`config.mk`:
```
export PLATFORM = sky130hd
export DESIGN_NAME = tcd_raster
export DESIGN_NICKNAME = d
export VERILOG_FILES = /design/src/hdl/tcd_pkg.sv /design/src/hdl/tcd_raster.sv
export SDC_FILE = /design/constraint.sdc
export NUM_CORES = 1
export LEC_CHECK = 0
export BUFFER_PORTS_ARGS = -buffer_cell sky130_fd_sc_hd__buf_4
export CAP_MARGIN = 0
export CORE_MARGIN = 8
export CORE_UTILIZATION = 45
export DETAILED_ROUTE_END_ITERATION = 10
export PLACE_DENSITY = 0.74
export SYNTH_ARGS = -nofsm -noshare
export SYNTH_HDL_FRONTEND = slang
export SYNTH_SLANG_ARGS = --single-unit
```
`constraint.sdc`:
```
create_clock -name clock -period 3.03 [get_ports clock]
set_input_delay 0.4545 -clock clock [delete_from_list [all_inputs] [get_ports clock]]
set_output_delay 0.4545 -clock clock [all_outputs]
set_load 0.03 [all_outputs]
```
`src/hdl/tcd_pkg.sv`:
```
// shared types, register codes and checksum helpers for the tile change detector
`default_nettype none

package tcd_pkg;

   localparam int CSR_INDEX_W = 3;
   localparam int CSR_DATA_W  = 13;

   localparam logic [CSR_INDEX_W-1:0] CSR_CHECKSUM_MODE    = 3'd0;
   localparam logic [CSR_INDEX_W-1:0] CSR_SIGNIFICANT_BITS = 3'd1;
   localparam logic [CSR_INDEX_W-1:0] CSR_FRAME_WIDTH      = 3'd2;
   localparam logic [CSR_INDEX_W-1:0] CSR_FRAME_HEIGHT     = 3'd3;
   localparam logic [CSR_INDEX_W-1:0] CSR_TILE_WIDTH       = 3'd4;
   localparam logic [CSR_INDEX_W-1:0] CSR_TILE_HEIGHT      = 3'd5;

   localparam logic [1:0] MODE_TRIVIAL = 2'd0;
   localparam logic [1:0] MODE_CRC     = 2'd1;
   localparam logic [1:0] MODE_ADLER   = 2'd2;

   localparam logic [31:0] CRC_POLY   = 32'hedb8_8320;
   localparam logic [16:0] ADLER_MOD  = 17'd65521;
   localparam logic [18:0] ADLER_MOD_2 = 19'd131042;
   localparam logic [18:0] ADLER_MOD_3 = 19'd196563;
   localparam logic [18:0] ADLER_MOD_4 = 19'd262084;
   localparam logic [7:0]  ALPHA_BYTE = 8'hff;

   typedef struct packed {
      logic [7:0] red;
      logic [7:0] green;
      logic [7:0] blue;
   } pixel_type;

   typedef struct packed {
      logic [5:0]  tile_column;
      logic [5:0]  tile_row;
      logic        changed;
      logic [63:0] signature;
      logic [31:0] updated_total;
      logic [31:0] unchanged_total;
      logic        map_overflow;
      logic        frame_done;
   } result_type;

   // per-pixel tile position flags handed from the raster tracker
   typedef struct packed {
      logic first;
      logic last;
      logic frame_done;
      logic overflow;
   } tile_flags_type;

   function automatic logic [31:0] crc_byte(input logic [31:0] c_in, input logic [7:0] b);
      logic [31:0] c;
      c = c_in ^ {24'd0, b};
      for (int k = 0; k < 8; k++) begin
         c = (c >> 1) ^ (CRC_POLY & {32{c[0]}});
      end
      return c;
   endfunction

   // input is below twice the modulus, one conditional subtract is enough
   function automatic logic [16:0] adler_fold(input logic [16:0] x);
      return (x >= ADLER_MOD) ? x - ADLER_MOD : x;
   endfunction

   // adler-32 over the four bytes of one pixel; each A sum comes straight from a
   // prefix byte sum, and B is reduced once from its five terms
   function automatic logic [31:0] adler_pixel(input logic [31:0] s, input logic [7:0] r,
                                               input logic [7:0] g, input logic [7:0] b,
                                               input logic [7:0] a);
      logic [9:0]  p1, p2, p3, p4;
      logic [16:0] s1, s2, s3, s4;
      logic [18:0] tot, bsum;
      p1 = {2'd0, r};
      p2 = {2'd0, r} + {2'd0, g};
      p3 = {2'd0, r} + {2'd0, g} + {2'd0, b};
      p4 = {2'd0, r} + {2'd0, g} + {2'd0, b} + {2'd0, a};
      s1 = adler_fold({1'b0, s[15:0]} + {7'd0, p1});
      s2 = adler_fold({1'b0, s[15:0]} + {7'd0, p2});
      s3 = adler_fold({1'b0, s[15:0]} + {7'd0, p3});
      s4 = adler_fold({1'b0, s[15:0]} + {7'd0, p4});
      tot = {3'd0, s[31:16]} + {2'd0, s1} + {2'd0, s2} + {2'd0, s3} + {2'd0, s4};
      priority if (tot >= ADLER_MOD_4) begin
         bsum = tot - ADLER_MOD_4;
      end else if (tot >= ADLER_MOD_3) begin
         bsum = tot - ADLER_MOD_3;
      end else if (tot >= ADLER_MOD_2) begin
         bsum = tot - ADLER_MOD_2;
      end else if (tot >= 19'(ADLER_MOD)) begin
         bsum = tot - 19'(ADLER_MOD);
      end else begin
         bsum = tot;
      end
      return {bsum[15:0], s4[15:0]};
   endfunction

endpackage

`default_nettype wire

```
`src/hdl/tcd_raster.sv`:
```
// raster position tracker: pixel and tile counters without division
`default_nettype none

module tcd_raster import tcd_pkg::*; #(
   parameter int MAX_TILE_COLUMNS = 64,
   parameter int MAX_TILE_ROWS    = 64,
   parameter int MAX_FRAME_SIDE   = 4096,
   parameter int MAX_TILE_SIDE    = 256,
   localparam int W_POS  = $clog2(MAX_FRAME_SIDE),
   localparam int W_FS   = $clog2(MAX_FRAME_SIDE + 1),
   localparam int W_X    = MAX_TILE_SIDE > 1 ? $clog2(MAX_TILE_SIDE) : 1,
   localparam int W_TS   = $clog2(MAX_TILE_SIDE + 1),
   localparam int W_SLOT = MAX_TILE_COLUMNS > 1 ? $clog2(MAX_TILE_COLUMNS) : 1,
   localparam int DEPTH  = MAX_TILE_COLUMNS * MAX_TILE_ROWS,
   localparam int W_TIDX = DEPTH > 1 ? $clog2(DEPTH) : 1
) (
   input  wire logic              clock,
   input  wire logic              reset,
   input  wire logic              restart,
   input  wire logic              advance,
   input  wire logic [W_FS-1:0]   frame_w,
   input  wire logic [W_FS-1:0]   frame_h,
   input  wire logic [W_TS-1:0]   tile_w,
   input  wire logic [W_TS-1:0]   tile_h,
   output      tile_flags_type    flags,
   output      logic [W_POS-1:0]  tile_col,
   output      logic [W_POS-1:0]  tile_row,
   output      logic [W_SLOT-1:0] slot,
   output      logic [W_TIDX-1:0] tile_index
);

   logic [W_POS-1:0]  col_pos_ff, col_pos_in, row_pos_ff, row_pos_in;
   logic [W_X-1:0]    x_ff, x_in, y_ff, y_in;
   logic [W_POS-1:0]  tcol_ff, tcol_in, trow_ff, trow_in;
   logic [W_SLOT-1:0] slot_ff, slot_in;
   logic [W_TIDX-1:0] base_ff, base_in;
   logic x_end, y_end, c_end, r_end;

   assign x_end = (W_TS'(x_ff) + 1'b1) == tile_w;
   assign y_end = (W_TS'(y_ff) + 1'b1) == tile_h;
   assign c_end = (W_FS'(col_pos_ff) + 1'b1) == frame_w;
   assign r_end = (W_FS'(row_pos_ff) + 1'b1) == frame_h;

   always_comb begin
      flags.first      = (x_ff == '0) && (y_ff == '0);
      flags.last       = (x_end || c_end) && (y_end || r_end);
      flags.frame_done = c_end && r_end;
      flags.overflow   = (32'(tcol_ff) >= MAX_TILE_COLUMNS) ||
                         (32'(trow_ff) >= MAX_TILE_ROWS);
      tile_col   = tcol_ff;
      tile_row   = trow_ff;
      slot       = slot_ff;
      tile_index = base_ff + W_TIDX'(tcol_ff);
   end

   always_comb begin
      col_pos_in = col_pos_ff;
      row_pos_in = row_pos_ff;
      x_in       = x_ff;
      y_in       = y_ff;
      tcol_in    = tcol_ff;
      trow_in    = trow_ff;
      slot_in    = slot_ff;
      base_in    = base_ff;
      if (restart) begin
         col_pos_in = '0;
         row_pos_in = '0;
         x_in       = '0;
         y_in       = '0;
         tcol_in    = '0;
         trow_in    = '0;
         slot_in    = '0;
         base_in    = '0;
      end else if (advance) begin
         if (c_end) begin
            col_pos_in = '0;
            x_in       = '0;
            tcol_in    = '0;
            slot_in    = '0;
            if (r_end) begin
               row_pos_in = '0;
               y_in       = '0;
               trow_in    = '0;
               base_in    = '0;
            end else begin
               row_pos_in = row_pos_ff + 1'b1;
               if (y_end) begin
                  y_in    = '0;
                  trow_in = trow_ff + 1'b1;
                  // base only matters while the row is inside the map
                  if (32'(trow_ff) + 1 < MAX_TILE_ROWS) begin
                     base_in = base_ff + W_TIDX'(MAX_TILE_COLUMNS);
                  end
               end else begin
                  y_in = y_ff + 1'b1;
               end
            end
         end else begin
            col_pos_in = col_pos_ff + 1'b1;
            if (x_end) begin
               x_in    = '0;
               tcol_in = tcol_ff + 1'b1;
               slot_in = (slot_ff == W_SLOT'(MAX_TILE_COLUMNS - 1)) ? '0 : slot_ff + 1'b1;
            end else begin
               x_in = x_ff + 1'b1;
            end
         end
      end
   end

   always_ff @(posedge clock) begin
      if (reset) begin
         col_pos_ff <= '0;
         row_pos_ff <= '0;
         x_ff       <= '0;
         y_ff       <= '0;
         tcol_ff    <= '0;
         trow_ff    <= '0;
         slot_ff    <= '0;
         base_ff    <= '0;
      end else begin
         col_pos_ff <= col_pos_in;
         row_pos_ff <= row_pos_in;
         x_ff       <= x_in;
         y_ff       <= y_in;
         tcol_ff    <= tcol_in;
         trow_ff    <= trow_in;
         slot_ff    <= slot_in;
         base_ff    <= base_in;
      end
   end

endmodule

`default_nettype wire

```
# [Word level (Yosys, flattened, before mapping)]
# Cells that the tools add are included.
[word_totals] reg_bits=82 in_bits=48 out_inout_bits=46 word_cells=62
[classes] magnitude_cmp=3 n_mux=16 eq_ne=5 reduce_logical=16 n_addsub=14
[ops] cell="12-bit two-way mux" n=9
[ops] cell="12-bit by 1-bit adder with 12-bit output (second input constant)" n=4
[ops] cell="12-bit by 1-bit adder with 13-bit output (second input constant)" n=3
[ops] cell="8-bit two-way mux" n=4
[ops] cell="13-bit equality test" n=2
[ops] cell="12-bit by 7-bit >= comparator with 1-bit output (second input constant)" n=2
[ops] cell="8-bit by 1-bit adder with 9-bit output (second input constant)" n=2
[ops] cell="9-bit equality test" n=2
[ops] cell="6-bit two-way mux" n=3
[ops] cell="8-bit by 1-bit adder with 8-bit output (second input constant)" n=2
[ops] cell="8-bit logical NOT" n=2
[ops] cell="13-bit by 7-bit < comparator with 1-bit output (second input constant)" n=1
[ops] cell="12-bit adder" n=1
[ops] cell="12-bit by 7-bit adder with 12-bit output (second input constant)" n=1
[ops] cell="6-bit by 1-bit adder with 6-bit output (second input constant)" n=1
[ops] cell="6-bit equality test (second input constant)" n=1
[ops] cell="2-bit nonzero test" n=3
[ops] cell="2-bit AND reduction" n=2
[ops] cell="4-bit AND reduction" n=1
[ops] cell="1-bit logical AND" n=3
[ops] cell="1-bit logical OR" n=3
[ops] cell="3-bit AND reduction" n=1
[ops] cell="2-bit OR reduction" n=1

# [Depth between registers and ports, before layout]
[depth] ltp_word=5 mapped_depth=11 mapped_depth_nobuf=9

# [Worst setup path before layout]
# Ideal clock, no wire load.
[synth_path] path_type="reg-to-output" start="register x_ff[0]" end="output flags[2] (netlist name)" slack_ps=-387 path_stages_with_launch=10 path_buffers=2 t_arrival_ps=2963 cell_sequence="dfxtp_1 ha_1 buf_4 nand3_2 xor2_1 or4b_4 a2111oi_4 nand2_1 clkbuf_1 a22oi_1"
[synth_rtl] item="from (decl)" line="tcd_raster.sv:33" source="logic [W_X-1:0] x_ff, x_in, y_ff, y_in;"
[synth_rtl] item="from (signal assigned)" line="tcd_raster.sv:124" source="x_ff <= x_in;"
[synth_rtl] item="to (decl)" line="tcd_raster.sv:25" source="output tile_flags_type flags,"

==> qor.yml <==
outcome:
  status: "finished clean"
clock_network:
  clockBufferDepth: 2
  worst_skew_pair.late_latency_ps: 330
  cts_sinks: 76
  cts_hold_buf: 0
  htreeDepth: 3
  clkTransAtPathRegs_ps: 50
  cts_tree: "built"
  cts-root-buf: "clkbuf_16"
  numCtsBuffers: 9
critical_path:
  cp.arrival_ps: 2560
  critPathLaunchType: "register"
  path_class: "register to output port"
  critPathMaxFanout: 5
  required_ps: 2580
  end_kind: "output port"
floorplanning:
  die_area_um2: 16900
  die_h_um: 130
  die_x_um: 130
  io_pins: 94
  core_area_um2: 12600
  initial_core_util_pct: 46.2
  row_count: 41
layout:
  layout_commonest_cell: "buf_4"
  final_layout_size_suffix_gt1_share_pct: 22.0
  antenna_cells: 0
  fillers: 1187
  nNetsFinal: 927
  most-common-layout-cells: "125 x buf_4, 91 x nand2_1, 66 x dfxtp_1, 54 x a21oi_1, 53 x nand3_1"
  synthToLayoutAreaGrowth_pct: 23.8
grt:
  grt.overflow.total: 0
  grt_pass1_wl_mm: 27.9
  grtUsageTotal_pct: 19.9
  grt_pass1_vias: 5604
  antenna_found_initial: 0
  grt_max_degree: 54
logic_synthesis:
  synth.top_cells.by_area: "dfxtp_1 26%, nand2_1 5.9%, nand3_1 4.9%"
  synth-edff-count: 0
  ys_seq_area_share_pct: 26.1
  synth_cell_types: 66
  synth-warning-count: 0
  synth_nets: 853
  synth_top_area_share_pct: 26.1
  yosys.area.top_type: "dfxtp_1"
  ys_ff_latch: 76
  ys.flop_type: "dfxtp_1"
  synthArstFlopShare_pct: 0
  syn-cell-area_um2: 5830
  syn-instance-count: 788
  syn_area_per_cell_um2: 7.40
route:
  drt_iter0_markers: 684
  wirelength_mm: 17.2
  vias: 6222
  drc: 0
  drtAntennaViolNets: 0
  drt_pre_antenna_iters: 5
  avgRoutedWirePerCell_um: 16.5
  via_per_inst: 6.00
pwr:
  peakVddDrop_mv: 0.195
  leakage_nw: 2.52
  power_mw: 2.24
  p_per_area_nw_per_um2: 310
sta:
  tns_ps: 0
  hold_viol: 0
  post-route-period-util_pct: 99.6
  worst_slack_ps: 11.7
  rsz0062_at_grt: "true"
  post-route-min-period_ps: 3020
  skew_ps: 5.58
  setup_viol: 0
  max_slew_margin_pct: 36.4
  worst_hold_slack_ps: 499
  timing.final.max_slew_violations: 0
  clock.fmax_mhz: 331
  worstMarginPinSlew_ps: 953
job:
  drv_cap: 0
place:
  pre_cts_slack_ps: 71.0
  place.port_buffers: 93
  hpwl_mm: 12.0
  gp_congestion: 0.891
worst_hold_path:
  hold_class: "register to register"
## stage by stage
step	instance area [µm²]	utilization [%]	cells
CTS	7150	56.6	1036
detailed placement	6750	53.5	1016
finish	7220	57.2	1037
floorplan	5860	-	788
global placement	6750	53.5	1016
global route	7220	57.2	1037
## layer usage
| layer | vias up | global-route usage [%] | share of wire (%) |
|---|---|---|---|
| met1 | 2888 | 28.9 | 48 |
| li1 | 3094 | - | - |
| met5 | - | 0 | 0 |
| met3 | 21 | 3.22 | 6.6 |
| met2 | 219 | 29.0 | 44 |
| met4 | 0 | 6.63 | 1.4 |
## where the power goes
group	internal, mW	total, mW	switching, mW	leakage (nW)
clock network	0.610	1.02	0.409	0.140
logic	0.0974	0.218	0.121	1.76
registers	1.00	1.00	0.00252	0.618
total	1.71	2.24	0.532	2.52
## cell usage after synthesis (23+ instances only)
cell type,n
dfxtp_1,76
nand4_1,37
a21oi_1,54
nand3_1,57
o22ai_1,27
or3_1,28
xnor2_1,29
clkbuf_1,51
nand2_1,92
nor3_1,23
nor2_1,33
## repair_timing
action | 4_1_cts | 5_1_grt
buffers inserted | 6 | 1
resized for setup | 20 | 15
hold endpoints to repair | 0 | 0
pin swaps | 6 | 7
setup endpoints to repair | 2 | 7
## flip-flops by register name, summed over array words and instances, names as in the netlist
register / count
base_ff: 6
row_pos_ff: 12
col_pos_ff: 12
slot: 6
tile_col: 12
x_ff: 8
y_ff: 8
tile_row: 12
## cell families after synthesis
logic type,after synthesis,synth area share [%]
buffers and inverters,91,6.50
DFF,76,26.1
and+or+nand+nor,358,33.3
AOI/OAI and AO/OA,191,21.9
adders and majority gates,17,3.65
xor gates and xnor gates,52,8.07
muxes,3,0.515
## critical path: stages, from the launching register on
cell	delay (ps)
dfxtp_4	360
inv_1	100
ha_4	210
xor2_1	170
or4b_4	530
a2111oi_4	310
buf_6	140
nand2_2	50
a22oi_2	200
buf_6	160
## layout make-up
type / count / area (µm²) / share of cell area [%]
Sequential cell: 76 / 1540 / 21.4
Clock inverter: 2 / 10.0 / 0.139
Tap cell: 172 / 215 / 2.98
Inverter: 22 / 82.6 / 1.14
Multi-Input combinational cell: 621 / 4060 / 56.2
Timing Repair Buffer: 132 / 1040 / 14.5
Clock buffer: 12 / 267 / 3.69
## path summary, 6_finish.rpt
check | cells past startpoint | slack [ps] | start | to
worst min-delay path | 2 | 500 | col_pos_ff[1] | col_pos_ff[1]
worst min register to register | 2 | 500 | col_pos_ff[1] | col_pos_ff[1]
worst max-delay path | 9 | 10 | x_ff[0] | flags[2]
worst max register to register | 11 | 130 | col_pos_ff[1] | tile_row[9]
Power figures use the tool's default switching activity.
